==> config.mk <==
export PLATFORM = sky130hd
export DESIGN_NAME = hsv_adj_hsv2rgb
export DESIGN_NICKNAME = d
export VERILOG_FILES = /design/src/sv/hsv_adj_pkg.sv /design/src/sv/hsv_adj_hsv2rgb.sv
export SDC_FILE = /design/constraint.sdc
export NUM_CORES = 2
export LEC_CHECK = 0
export ABC_AREA = 0
export BUFFER_PORTS_ARGS = -buffer_cell sky130_fd_sc_hd__buf_4
export CELL_PAD_IN_SITES_DETAIL_PLACEMENT = 1
export CELL_PAD_IN_SITES_GLOBAL_PLACEMENT = 1
export CORE_ASPECT_RATIO = 1.1
export CORE_MARGIN = 2
export CORE_UTILIZATION = 40
export DETAILED_ROUTE_END_ITERATION = 10
export GPL_TIMING_DRIVEN = 0
export PLACE_DENSITY_LB_ADDON = 0.1
export SYNTH_ARGS = -nofsm -noshare
export SYNTH_HDL_FRONTEND = slang
export SYNTH_SLANG_ARGS = --single-unit
==> constraint.sdc <==
create_clock -name clk_i -period 7.3 [get_ports clk_i]
set_input_delay 1.095 -clock clk_i [delete_from_list [all_inputs] [get_ports clk_i]]
set_output_delay 1.095 -clock clk_i [all_outputs]
set_load 0.005 [all_outputs]
==> src/sv/hsv_adj_pkg.sv <==
// hsv_adj_pkg: shared constants for the hsv hue / saturation / value adjust block
// no dependencies; imported by every module of the block

package hsv_adj_pkg;

  // default fraction width of the unsigned q1.f saturation and value datapath
  localparam int unsigned FRAC_BITS_DEF = 16;

  // pixel channel width and packed stream width
  localparam int unsigned CHAN_W = 8;
  localparam int unsigned PIX_W  = 3 * CHAN_W;

  // configuration port
  localparam int unsigned CFG_IDX_W  = 2;
  localparam int unsigned CFG_DATA_W = 9;
  localparam logic [CFG_IDX_W-1:0] CFG_HUE_SHIFT = 2'd0;
  localparam logic [CFG_IDX_W-1:0] CFG_SAT_GAIN  = 2'd1;
  localparam logic [CFG_IDX_W-1:0] CFG_VAL_GAIN  = 2'd2;

  // hue in degrees, 0..359
  localparam int unsigned HUE_W = 9;

  // reciprocal table scale: recip(x) = floor(2^RECIP_SHIFT / x)
  localparam int unsigned RECIP_SHIFT = 32;
  localparam int unsigned RECIP_W     = RECIP_SHIFT + 1;

endpackage

==> src/sv/hsv_adj_hsv2rgb.sv <==
// hsv_adj_hsv2rgb: three-stage six-sector hsv to rgb conversion
// depends on hsv_adj_pkg; last stage is the output register

module hsv_adj_hsv2rgb import hsv_adj_pkg::*; #(
  parameter int unsigned FRAC_BITS = FRAC_BITS_DEF
) (
  input  logic               clk_i,
  input  logic               rst_ni,
  input  logic               en_i,
  input  logic               valid_i,
  input  logic [2:0]         sector_i,
  input  logic [FRAC_BITS:0] frac_i,
  input  logic [FRAC_BITS:0] sat_i,
  input  logic [FRAC_BITS:0] val_i,
  output logic               valid_o,
  output logic [CHAN_W-1:0]  red_o,
  output logic [CHAN_W-1:0]  green_o,
  output logic [CHAN_W-1:0]  blue_o
);

  localparam int unsigned SW  = FRAC_BITS + 1;
  localparam int unsigned PW  = 2 * SW;
  localparam int unsigned BW  = SW + CHAN_W;
  localparam logic [SW-1:0] ONE = {1'b1, {FRAC_BITS{1'b0}}};

  // q1.f product, truncated back to q1.f
  function automatic logic [SW-1:0] qmul(input logic [SW-1:0] a, input logic [SW-1:0] b);
    logic [PW-1:0] p;
    p = PW'(a) * PW'(b);
    return p[FRAC_BITS +: SW];
  endfunction

  // q1.f to byte: (x * 255) >> f
  function automatic logic [CHAN_W-1:0] to_byte(input logic [SW-1:0] x);
    logic [BW-1:0] p;
    p = BW'(x) * BW'(8'd255);
    return p[FRAC_BITS +: CHAN_W];
  endfunction

  // stage 7: f*s, (1-f)*s, p
  logic          s7_valid_q;
  logic [2:0]    s7_sector_q;
  logic [SW-1:0] s7_fs_q, s7_gs_q, s7_p_q, s7_v_q;

  always_ff @(posedge clk_i or negedge rst_ni) begin
    if (!rst_ni) s7_valid_q <= 1'b0;
    else if (en_i) s7_valid_q <= valid_i;
  end

  always_ff @(posedge clk_i) begin
    if (en_i) begin
      s7_sector_q <= sector_i;
      s7_fs_q     <= qmul(frac_i, sat_i);
      s7_gs_q     <= qmul(ONE - frac_i, sat_i);
      s7_p_q      <= qmul(val_i, ONE - sat_i);
      s7_v_q      <= val_i;
    end
  end

  // stage 8: q and t
  logic          s8_valid_q;
  logic [2:0]    s8_sector_q;
  logic [SW-1:0] s8_p_q, s8_q_q, s8_t_q, s8_v_q;

  always_ff @(posedge clk_i or negedge rst_ni) begin
    if (!rst_ni) s8_valid_q <= 1'b0;
    else if (en_i) s8_valid_q <= s7_valid_q;
  end

  always_ff @(posedge clk_i) begin
    if (en_i) begin
      s8_sector_q <= s7_sector_q;
      s8_p_q      <= s7_p_q;
      s8_q_q      <= qmul(s7_v_q, ONE - s7_fs_q);
      s8_t_q      <= qmul(s7_v_q, ONE - s7_gs_q);
      s8_v_q      <= s7_v_q;
    end
  end

  // stage 9: sector select and byte conversion
  logic [SW-1:0] ro, go, bo;

  always_comb begin
    unique case (s8_sector_q)
      3'd0: begin ro = s8_v_q; go = s8_t_q; bo = s8_p_q; end
      3'd1: begin ro = s8_q_q; go = s8_v_q; bo = s8_p_q; end
      3'd2: begin ro = s8_p_q; go = s8_v_q; bo = s8_t_q; end
      3'd3: begin ro = s8_p_q; go = s8_q_q; bo = s8_v_q; end
      3'd4: begin ro = s8_t_q; go = s8_p_q; bo = s8_v_q; end
      default: begin ro = s8_v_q; go = s8_p_q; bo = s8_q_q; end
    endcase
  end

  always_ff @(posedge clk_i or negedge rst_ni) begin
    if (!rst_ni) valid_o <= 1'b0;
    else if (en_i) valid_o <= s8_valid_q;
  end

  always_ff @(posedge clk_i) begin
    if (en_i) begin
      red_o   <= to_byte(ro);
      green_o <= to_byte(go);
      blue_o  <= to_byte(bo);
    end
  end

endmodule

==> results.sh <==
export IMPL_route_antenna_remaining_nets=0
export IMPL_synth_avg_cell_area_sq_um=9.21
export IMPL_core_area_sq_um=150000
export IMPL_end_kind="flip-flop"
export IMPL_yosys_top_cells_count="inv_1 (1,678), fa_1 (1,327), nand2_1 (1,001)"
export IMPL_critPathKind="in -> reg"
export IMPL_start_util_pct=40.2
export IMPL_clockBufferDepth=2
export IMPL_r2r_slack_ns=-0.72
export IMPL_ys_flop_type="edfxtp_1"
export IMPL_start_kind="input port"
export IMPL_critPathMostFrequentCell="fa_1"
export IMPL_gp_congestion=0.880
export IMPL_ys_top_cells_by_area="fa_1 (44%), ha_1 (13%), inv_1 (10%), edfxtp_1 (8.3%), nand2_1 (6.2%)"
export IMPL_rows=149
export IMPL_synth_largest_area_cell="fa_1"
export IMPL_dp_hpwl_microns=160000
export IMPL_boundaryPins=83
export IMPL_post_route_util_pct=46.4
export IMPL_cpMaxStageDelayCell="fa_1"
export IMPL_h_tree_depth=4
export IMPL_fillers=17000
export IMPL_ys_types=71
export IMPL_outcome="complete, but fails checks"
export IMPL_r2r_cells=29
export IMPL_cp_data_required_time_ns=7.56
export IMPL_antenna_found_initial=9
export IMPL_reg2reg_from="s7_gs_q[5]$_DFFE_PP_"
export IMPL_final_max_slew_viol_count=0
export IMPL_rsz0062_at_grt="true"
export IMPL_finClkSkew_ns=0.0188
export IMPL_clk_pin_slew_worst_paths_ns=0.09
export IMPL_violations="negative setup slack"
export IMPL_synth_top_cell_area_share_pct=44.2
export IMPL_synth_edff_count=166
export IMPL_critPathArrivalTime_ns=8.45
export IMPL_areaGrowthSynthToFinish_pct=15.5
export IMPL_period_needed_ns=8.19
export IMPL_num_vias=44600
export IMPL_min_period_over_period_pct=112
export IMPL_syn_inst=6535
export IMPL_grt_pass1_wl_microns=307000
export IMPL_multiInputGateArea_sq_um=50700
export IMPL_tightest_slew_ns=1.07
export IMPL_hp_class="in -> async"
export IMPL_via_per_inst=5.06
export IMPL_die_h_microns=411
export IMPL_async_reset_ff_share_pct=1.78
export IMPL_cts_root_buffer="clkbuf_16"
export IMPL_yosysMostFrequentCell="inv_1"
export IMPL_avgRoutedWirePerCell_microns=22.2
export IMPL_timing_hold_ws_ns=0.349
export IMPL_ys_seq_area_share_pct=8.41
export IMPL_drcViolationCount=0
export IMPL_seq_area_sq_um=5060
export IMPL_grt_pass1_vias=51100
export IMPL_track_usage_pct=26.4
export IMPL_fmax_mhz=122
export IMPL_die_area_sq_um=154000
export IMPL_r2r_end="s8_t_q[15]$_DFFE_PP_"
export IMPL_finish_instance_area_sq_um=69500
export IMPL_num_nets_final=8857
export IMPL_critPathMaxStageDelay_ns=0.52
export IMPL_slew_headroom_pct=28.6
export IMPL_fin_ws_ns=-0.890
export IMPL_clock_latency_ns=0.52
export IMPL_first_iter_violations=1973
export IMPL_hold_buffers=0
export IMPL_cp_startpoint="frac_i[0]"
export IMPL_dr_pass1_iters=8
export IMPL_synth_warning_count=0
export IMPL_grt_max_degree=102
export IMPL_grt_overflow_total=0
export IMPL_setup_viol=44
export IMPL_hold_viol=0
export IMPL_io_buffer_count=65
export IMPL_drive_above_1_share_pct=13.1
export IMPL_yosys_register_bits=169
export IMPL_dpl_cell_area_sq_um=63700
export IMPL_cp_max_fo=5
export IMPL_die_w_microns=374
export IMPL_cts_buffers=17
export IMPL_synth_net_count=8551
export IMPL_cap_violations=0
export IMPL_routed_wl_microns=196000
export IMPL_cts_sinks=169
export IMPL_cts_tree="yes"
export IMPL_syn_area_sq_um=60200
repair_timing:
action / 4_1_cts / 5_1_grt
endpoints found under the setup margin: 98 / 83
pin swaps: 158 / 172
buffers inserted: 178 / 66
gates resized for setup: 534 / 337
cloned: 1 / 0
routing by layer:
layer / share of wire [%] / vias up / wire (microns) / track usage [%]
met5: 0.026 / - / 51 / 0
met4: 3.3 / 8 / 6570 / 8.51
met3: 3.3 / 255 / 6550 / 2.02
met2: 51 / 886 / 100000 / 47.2
met1: 42 / 23600 / 82700 / 33.9
li1: - / 19900 / - / -
registers in the layout (all words and copies together), names as in the netlist:
name,flops
red_o,8
s7_v_q,17
s8_valid_q,1
s8_q_q,17
s8_v_q,17
s7_valid_q,1
s7_p_q,17
green_o,8
s8_t_q,17
s7_sector_q,3
s7_gs_q,17
blue_o,8
valid_o,1
s8_sector_q,3
s8_p_q,17
s7_fs_q,17
how the worst max path moves through the flow:
stage / end / slack [ns]
floorplan: s7_gs_q[15]$_DFFE_PP_ / -0.87
global placement: s7_p_q[14]$_DFFE_PP_ / -3.03
detailed placement: s7_p_q[14]$_DFFE_PP_ / -3.01
CTS: s7_gs_q[15]$_DFFE_PP_ / -1.02
global route: s7_gs_q[16]$_DFFE_PP_ / -1.13
finish: s7_gs_q[15]$_DFFE_PP_ / -0.89
kinds of logic after synthesis:
logic type      after synthesis  share of synthesized area [%]
flops                       169                           8.41
mux                          83                           1.41
simple gates               1859                           14.6
compound gates              339                           3.55
fa+ha+maj                  1958                           57.3
buf+inv                    1952                           12.2
xor+xnor                    175                           2.59
cell type report:
| class | count | area share, % |
|---|---|---|
| antenna | 4 | 0.0144 |
| tap | 1963 | 3.53 |
| clock inverter | 15 | 0.277 |
| sequential | 169 | 7.28 |
| timing repair buffer | 294 | 3.69 |
| clock buffer | 17 | 0.612 |
| inverter | 1679 | 9.11 |
| buffer | 266 | 2.51 |
| multi-input combinational | 4414 | 73.0 |
metrics by stage:
step	cells	setup slack [ns]	setup TNS (ns)
final	8821	-0.890	-13.95
after global routing	8818	-1.13	-24.58
after detailed placement	8565	-3.01	-148.36
after global placement	8563	-3.03	-147.26
after floorplan	6535	-0.869	-6.81
after CTS	8767	-1.02	-14.42
worst max-delay path, delay by kind of cell:
family                     cells  cell delay [ns]
AOI/OAI and AO/OA              6             1.23
adders and majority gates      8             3.23
and+or+nand+nor                8             1.98
xor gates and xnor gates       2             0.43
buffers and inverters          6             0.45
layout by cell type, fill, tap and decap left out, drive strengths merged, types with 15 or more instances in the layout:
| cell type | n |
|---|---|
| a21o | 26 |
| mux2i | 71 |
| a21oi | 114 |
| and3 | 25 |
| and2 | 509 |
| xnor2 | 129 |
| buf | 358 |
| o21ai | 77 |
| nand3 | 38 |
| fa | 1327 |
| nor2b | 15 |
| inv | 1684 |
| nand2b | 30 |
| xor2 | 46 |
| nor3 | 52 |
| or3 | 15 |
| o21a | 30 |
| ha | 631 |
| edfxtp | 166 |
| clkbuf | 219 |
| nand2 | 1001 |
| nor2 | 124 |
Power is left out: the tool's default activity adds up to more than one toggle a clock period on the data nets, which glitch-free logic cannot reach.
