===== src/sv/hsv_adj_pkg.sv =====
// hsv_adj_pkg: shared constants for the hsv hue / saturation / value adjust block
// no dependencies; imported by every module of the block

package hsv_adj_pkg;

  // default fraction width of the unsigned q1.f saturation and value datapath
  localparam int unsigned FRAC_BITS_DEF = 16;

  // pixel channel width and packed stream width
  localparam int unsigned CHAN_W = 8;
  localparam int unsigned PIX_W  = 3 * CHAN_W;

  // configuration port
  localparam int unsigned CFG_IDX_W  = 2;
  localparam int unsigned CFG_DATA_W = 9;
  localparam logic [CFG_IDX_W-1:0] CFG_HUE_SHIFT = 2'd0;
  localparam logic [CFG_IDX_W-1:0] CFG_SAT_GAIN  = 2'd1;
  localparam logic [CFG_IDX_W-1:0] CFG_VAL_GAIN  = 2'd2;

  // hue in degrees, 0..359
  localparam int unsigned HUE_W = 9;

  // reciprocal table scale: recip(x) = floor(2^RECIP_SHIFT / x)
  localparam int unsigned RECIP_SHIFT = 32;
  localparam int unsigned RECIP_W     = RECIP_SHIFT + 1;

endpackage


===== src/sv/hsv_adj_gain.sv =====
// hsv_adj_gain: three-stage hue shift, saturation and value gain with clamping
// depends on hsv_adj_pkg; also splits the hue into sector and sector fraction

module hsv_adj_gain import hsv_adj_pkg::*; #(
  parameter int unsigned FRAC_BITS = FRAC_BITS_DEF
) (
  input  logic                         clk_i,
  input  logic                         rst_ni,
  input  logic                         en_i,
  input  logic                         valid_i,
  input  logic [HUE_W-1:0]             hue_i,
  input  logic [FRAC_BITS:0]           sat_i,
  input  logic [FRAC_BITS:0]           val_i,
  input  logic [CFG_DATA_W-1:0]        hue_shift_i,
  input  logic signed [CFG_DATA_W-1:0] sat_gain_i,
  input  logic signed [CFG_DATA_W-1:0] val_gain_i,
  output logic                         valid_o,
  output logic [2:0]                   sector_o,
  output logic [FRAC_BITS:0]           frac_o,
  output logic [FRAC_BITS:0]           sat_o,
  output logic [FRAC_BITS:0]           val_o
);

  localparam int unsigned SW   = FRAC_BITS + 1;
  localparam int unsigned P_W  = FRAC_BITS + 10;
  localparam int unsigned M_W  = FRAC_BITS + 4;
  localparam int unsigned Q_W  = FRAC_BITS + 2;
  localparam int unsigned MP_W = P_W + M_W;
  localparam longint unsigned RECIP_100 = (64'd1 << P_W) / 100;
  localparam logic [SW-1:0] ONE = {1'b1, {FRAC_BITS{1'b0}}};

  // sector fraction table: floor(i * one / 60)
  logic [SW-1:0] frac_tab [64];
  for (genvar gi = 0; gi < 64; gi++) begin : g_frac
    localparam longint unsigned Fv = (gi < 60) ? ((longint'(gi) << FRAC_BITS) / 60) : 0;
    assign frac_tab[gi] = SW'(Fv);
  end

  // gain factor 100 + gain, forced to zero when not positive
  function automatic logic [8:0] gain_factor(input logic signed [CFG_DATA_W-1:0] g);
    logic signed [9:0] k;
    k = 10'sd100 + 10'(g);
    return (k > 10'sd0) ? k[8:0] : 9'd0;
  endfunction

  // stage 4: hue shift mod 360, gain products
  logic [9:0]     hue_sum;
  logic [HUE_W-1:0] hue_mod;

  always_comb begin
    hue_sum = 10'(hue_i) + 10'(hue_shift_i);
    priority if (hue_sum >= 10'd720) hue_mod = HUE_W'(hue_sum - 10'd720);
    else if (hue_sum >= 10'd360) hue_mod = HUE_W'(hue_sum - 10'd360);
    else hue_mod = HUE_W'(hue_sum);
  end

  logic             s4_valid_q;
  logic [HUE_W-1:0] s4_hue_q;
  logic [P_W-1:0]   s4_ps_q, s4_pv_q;

  always_ff @(posedge clk_i or negedge rst_ni) begin
    if (!rst_ni) s4_valid_q <= 1'b0;
    else if (en_i) s4_valid_q <= valid_i;
  end

  always_ff @(posedge clk_i) begin
    if (en_i) begin
      s4_hue_q <= hue_mod;
      s4_ps_q  <= P_W'(sat_i) * P_W'(gain_factor(sat_gain_i));
      s4_pv_q  <= P_W'(val_i) * P_W'(gain_factor(val_gain_i));
    end
  end

  // stage 5: sector split, divide by 100 estimate
  logic [2:0]       sector;
  logic [HUE_W-1:0] base;
  logic [5:0]       hue_rem;
  logic [MP_W-1:0]  mp_s, mp_v;

  always_comb begin
    priority if (s4_hue_q >= 9'd300) begin
      sector = 3'd5; base = 9'd300;
    end else if (s4_hue_q >= 9'd240) begin
      sector = 3'd4; base = 9'd240;
    end else if (s4_hue_q >= 9'd180) begin
      sector = 3'd3; base = 9'd180;
    end else if (s4_hue_q >= 9'd120) begin
      sector = 3'd2; base = 9'd120;
    end else if (s4_hue_q >= 9'd60) begin
      sector = 3'd1; base = 9'd60;
    end else begin
      sector = 3'd0; base = 9'd0;
    end
    hue_rem = 6'(s4_hue_q - base);
    mp_s = MP_W'(s4_ps_q) * MP_W'(RECIP_100);
    mp_v = MP_W'(s4_pv_q) * MP_W'(RECIP_100);
  end

  logic           s5_valid_q;
  logic [2:0]     s5_sector_q;
  logic [SW-1:0]  s5_frac_q;
  logic [P_W-1:0] s5_ps_q, s5_pv_q;
  logic [Q_W-1:0] s5_qs_q, s5_qv_q;

  always_ff @(posedge clk_i or negedge rst_ni) begin
    if (!rst_ni) s5_valid_q <= 1'b0;
    else if (en_i) s5_valid_q <= s4_valid_q;
  end

  always_ff @(posedge clk_i) begin
    if (en_i) begin
      s5_sector_q <= sector;
      s5_frac_q   <= frac_tab[hue_rem];
      s5_ps_q     <= s4_ps_q;
      s5_pv_q     <= s4_pv_q;
      s5_qs_q     <= mp_s[P_W +: Q_W];
      s5_qv_q     <= mp_v[P_W +: Q_W];
    end
  end

  // stage 6: correct the quotient and clamp to one
  function automatic logic [SW-1:0] fix_clamp(input logic [P_W-1:0] p,
                                               input logic [Q_W-1:0] q0);
    logic [P_W-1:0] r;
    logic [Q_W-1:0] q;
    r = p - P_W'(q0) * P_W'(7'd100);
    q = q0 + Q_W'(r >= P_W'(7'd100));
    return (q > Q_W'(ONE)) ? ONE : q[SW-1:0];
  endfunction

  always_ff @(posedge clk_i or negedge rst_ni) begin
    if (!rst_ni) valid_o <= 1'b0;
    else if (en_i) valid_o <= s5_valid_q;
  end

  always_ff @(posedge clk_i) begin
    if (en_i) begin
      sector_o <= s5_sector_q;
      frac_o   <= s5_frac_q;
      sat_o    <= fix_clamp(s5_ps_q, s5_qs_q);
      val_o    <= fix_clamp(s5_pv_q, s5_qv_q);
    end
  end

`ifndef SYNTHESIS
  a_hue_wrapped: assert property (@(posedge clk_i) disable iff (!rst_ni)
    s4_valid_q |-> s4_hue_q < 9'd360)
    else $error("shifted hue not below 360");
  a_sat_clamped: assert property (@(posedge clk_i) disable iff (!rst_ni)
    valid_o |-> sat_o <= ONE)
    else $error("saturation above one");
  a_frac_range: assert property (@(posedge clk_i) disable iff (!rst_ni)
    valid_o |-> (frac_o < ONE && sector_o <= 3'd5))
    else $error("sector or fraction out of range");
`endif

endmodule


===== config.mk =====
export PLATFORM = sky130hd
export DESIGN_NAME = hsv_adj_gain
export DESIGN_NICKNAME = d
export VERILOG_FILES = /design/src/sv/hsv_adj_pkg.sv /design/src/sv/hsv_adj_gain.sv
export SDC_FILE = /design/constraint.sdc
export NUM_CORES = 2
export LEC_CHECK = 0
export ABC_AREA = 1
export BUFFER_PORTS_ARGS = -buffer_cell sky130_fd_sc_hd__clkbuf_2
export CORE_MARGIN = 1
export CORE_UTILIZATION = 45
export DETAILED_ROUTE_END_ITERATION = 7
export PLACE_DENSITY_LB_ADDON = 0.2
export SETUP_SLACK_MARGIN = 0.02
export SLEW_MARGIN = 30
export SYNTH_ARGS = -nofsm -noshare
export SYNTH_HDL_FRONTEND = slang
export SYNTH_SLANG_ARGS = --single-unit

===== constraint.sdc =====
create_clock -name clk_i -period 6.1 [get_ports clk_i]
set_clock_uncertainty 0.1 [all_clocks]
set_input_delay 1.83 -clock clk_i [delete_from_list [all_inputs] [get_ports clk_i]]
set_output_delay 1.83 -clock clk_i [all_outputs]
set_load 0.005 [all_outputs]

==> flow_summary.yaml <==
detailed_routing:
  drt_pass1_iterations: 5
  ant_nets: 0
  vias_per_cell: 5.011
  wl_per_cell_um: 15.87
  drc: 0
  drt_iter0_drc: 1377
  routed_wl_mm: 105.4
  vias: 33290
layout:
  layout-drive-gt1-share_pct: 25.24
  fin_nets: 6792
  final_cell_area_um2: 52730
  fillCellCount: 7876
  syn2layout_area_growth_pct: 28.13
  fin_cells: 6644
  fin_util_pct: 58.40
  n_antenna_cell: 0
  multi_input_area_um2: 34800
  final-seq-area_um2: 5991
setup_path:
  path_delay_family: "adder cells"
  r2r-start: "s5_qs_q[5]"
  worst-path-stages: 28
  slowest_delay_ns: 0.55
  critPathLaunchType: "input pin"
  reg2reg_depth: 37
  cp_max_fo: 7
  critPathBufInv: 6
  reg2reg_slack_ns: -0.07
  critPathRequiredTime_ns: 6.25
  crit_start: "val_gain_i[3]"
  critical_path.slowest_cell: "fa_1"
  cp.arrival_ns: 6.79
  worstReg2RegEnd: "sat_o[4]"
  criticalPathCategory: "input pin to flip-flop"
  cp-end-kind: "flip-flop"
clock_network:
  clockBufferDepth: 2
  cts_tree: "done"
  cts_made_buffers: 17
  cts.sinks: 200
  hold_buffers: 0
  clock_latency_ns: 0.50
  clk_pin_slew_ns: 0.08
  htree_levels: 4
  root_buffer: "clkbuf_16"
worst_hold_path:
  hold_class: "flip-flop to flip-flop"
  hold_depth: 0
  min_from: "s5_sector_q[1]"
  hold_path_end: "sector_o[1]"
yosys:
  synthTopCellsByCount: "inv_1, nand2_1, ha_1"
  ys_types: 56
  ys_seq_elements: 200
  synthTopCellsByArea: "fa_1, ha_1, edfxtp_1, inv_1, nand2_1"
  async_reset_ff_share_pct: 1.500
  syn_area_um2: 41150
  synth_top_area_share_pct: 29.09
  synth-edff-count: 197
  syn_avg_cell_area_um2: 8.635
  synthFlopType: "edfxtp_1"
  synth_most_common_cell: "inv_1"
  yosys.area.top_type: "fa_1"
  synth_fp_nets: 6103
  synth_cells: 4766
  ys_warn_count: 0
  yosysSeqAreaShare_pct: 14.56
die:
  fp.dieH_um: 304.4
  die_w_um: 304.4
  coreArea_um2: 90290
  dieArea_um2: 92670
  num_io_pins: 129
  rows: 110
  start_util_pct: 45.58
timing:
  rsz0062_at_grt: "yes"
  setup_ws_ns: -0.5453
  fmax_mhz: 150.5
  final_hold_viol_count: 0
  setup_viol: 50
  worst-slew-pin-transition_ns: 0.7494
  fin_crit_sh_pct: 108.9
  period_needed_ns: 6.645
  drv_slew: 0
  slew_headroom_pct: 50.04
  whs_ns: 0.3232
outcome:
  status: "finished with violations"
  violations: "negative setup slack"
placement:
  io_buffers: 127
  place_inst: 6463
  dp_hpwl_mm: 87.59
  place_area_um2: 47520
  routabilityCongestion: 0.9013
global_routing:
  grt_max_degree: 89
  grt.total_usage_pct: 22.98
  grt_pass1_wl_mm: 172.3
  grt.overflow.total: 0
  antenna_found_initial: 0
  grt_pass1_vias: 34999
job:
  drv_cap: 0
[worst max path at each step]
stage / endpoint
after detailed placement: s4_pv_q[25]
after global placement: s4_pv_q[25]
after floorplan: s4_pv_q[25]
final: s4_pv_q[19]
after CTS: s4_pv_q[25]
after global routing: s4_pv_q[25]
[cells in the final DEF, fill, tap and decap left out, types with 16 or more instances in the layout]
cell       synthesis  routed
o21ai_2            0      21
nor2_1           365     299
a31oi_1           34      33
fa_2               0      24
a21oi_4            1      42
o21bai_1          19      16
nand3_2            2      17
a21oi_1          250     150
clkbuf_2           0     122
ha_1             665     585
inv_1           1082    1034
nand4_1           54      54
nand2_1          834     681
edfxtp_1         197     197
inv_2              1      41
xor2_1           107      85
nor2_4             1      42
o21ai_1            4      20
xnor2_2            0      20
nand2_4            0      58
nand3_1          136     115
buf_4             13     490
o21ai_0          144      92
xor2_2             0      20
fa_1             598     574
xnor2_1           72      49
a21o_1            19      19
nor2_2             1      26
buf_6              2      70
clkbuf_16          0      23
ha_4               0      77
a21oi_2            1      60
buf_12             0      20
nand2_2            4      93
[state kept, by name, indices dropped and copies added (netlist names)]
name	count
s5_ps_q	24
s5_sector_q	3
s5_qs_q	18
sat_o	17
s4_valid_q	1
s4_pv_q	26
frac_o	6
s5_valid_q	1
s5_qv_q	18
s5_frac_q	6
s5_pv_q	24
s4_hue_q	9
sector_o	3
valid_o	1
val_o	17
s4_ps_q	26
[layout make-up]
| class | count | area share (%) |
|---|---|---|
| Multi-Input combinational cell | 3439 | 66.01 |
| Sequential cell | 200 | 11.36 |
| Timing Repair Buffer | 714 | 10.87 |
| Inverter | 1083 | 7.766 |
| Tap cell | 1176 | 2.790 |
| Clock buffer | 19 | 0.8590 |
| Clock inverter | 13 | 0.3417 |
[through the flow]
stage                     worst slack (ns)  setup TNS, ns
after global placement             -0.9585         -42.13
after floorplan                    -0.6385         -10.45
after CTS                          -0.3474         -6.121
after detailed placement            -1.072         -45.89
final                              -0.5453         -10.02
after global routing               -0.7185         -26.24
[routing by layer]
| metal | up-vias | track usage (%) | part of all wire (%) |
|---|---|---|---|
| met5 | - | 0 | 0 |
| met2 | 567 | 39.90 | 49 |
| met1 | 16196 | 31.07 | 46 |
| met3 | 117 | 1.859 | 2.8 |
| li1 | 16410 | - | - |
| met4 | 0 | 5.368 | 1.9 |
[what timing repair did]
| item | 4_1_cts | 5_1_grt |
|---|---|---|
| setup buffers | 92 | 63 |
| pin swaps | 234 | 288 |
| endpoints found under the setup margin | 67 | 72 |
| resized for setup | 368 | 373 |
| gates cloned | 4 | 4 |
[cell families (layout without fill, tap and decap cells)]
kind of cell | Yosys count | after routing | synth area share, %
other | 1 | 1 | 0.009112
and+or+nand+nor | 1476 | 1478 | 14.82
DFF | 200 | 200 | 14.56
AOI/OAI and AO/OA | 517 | 517 | 6.965
muxes | 1 | 1 | 0.02736
buffers and inverters | 1129 | 1829 | 10.50
xor gates and xnor gates | 179 | 179 | 3.810
adders and majority gates | 1263 | 1263 | 49.31
[worst register-to-register path: cells and delay by family, from the launching register on]
family          cells  cell delay (ns)
flops               1             0.52
xor+xnor            2             0.28
fa+ha+maj           6             1.97
compound gates      3             0.35
simple gates       19             1.95
buf+inv             7             0.88
Power is not shown: default switching activity piles up to over one toggle a cycle in this logic, so the estimate is an artifact.
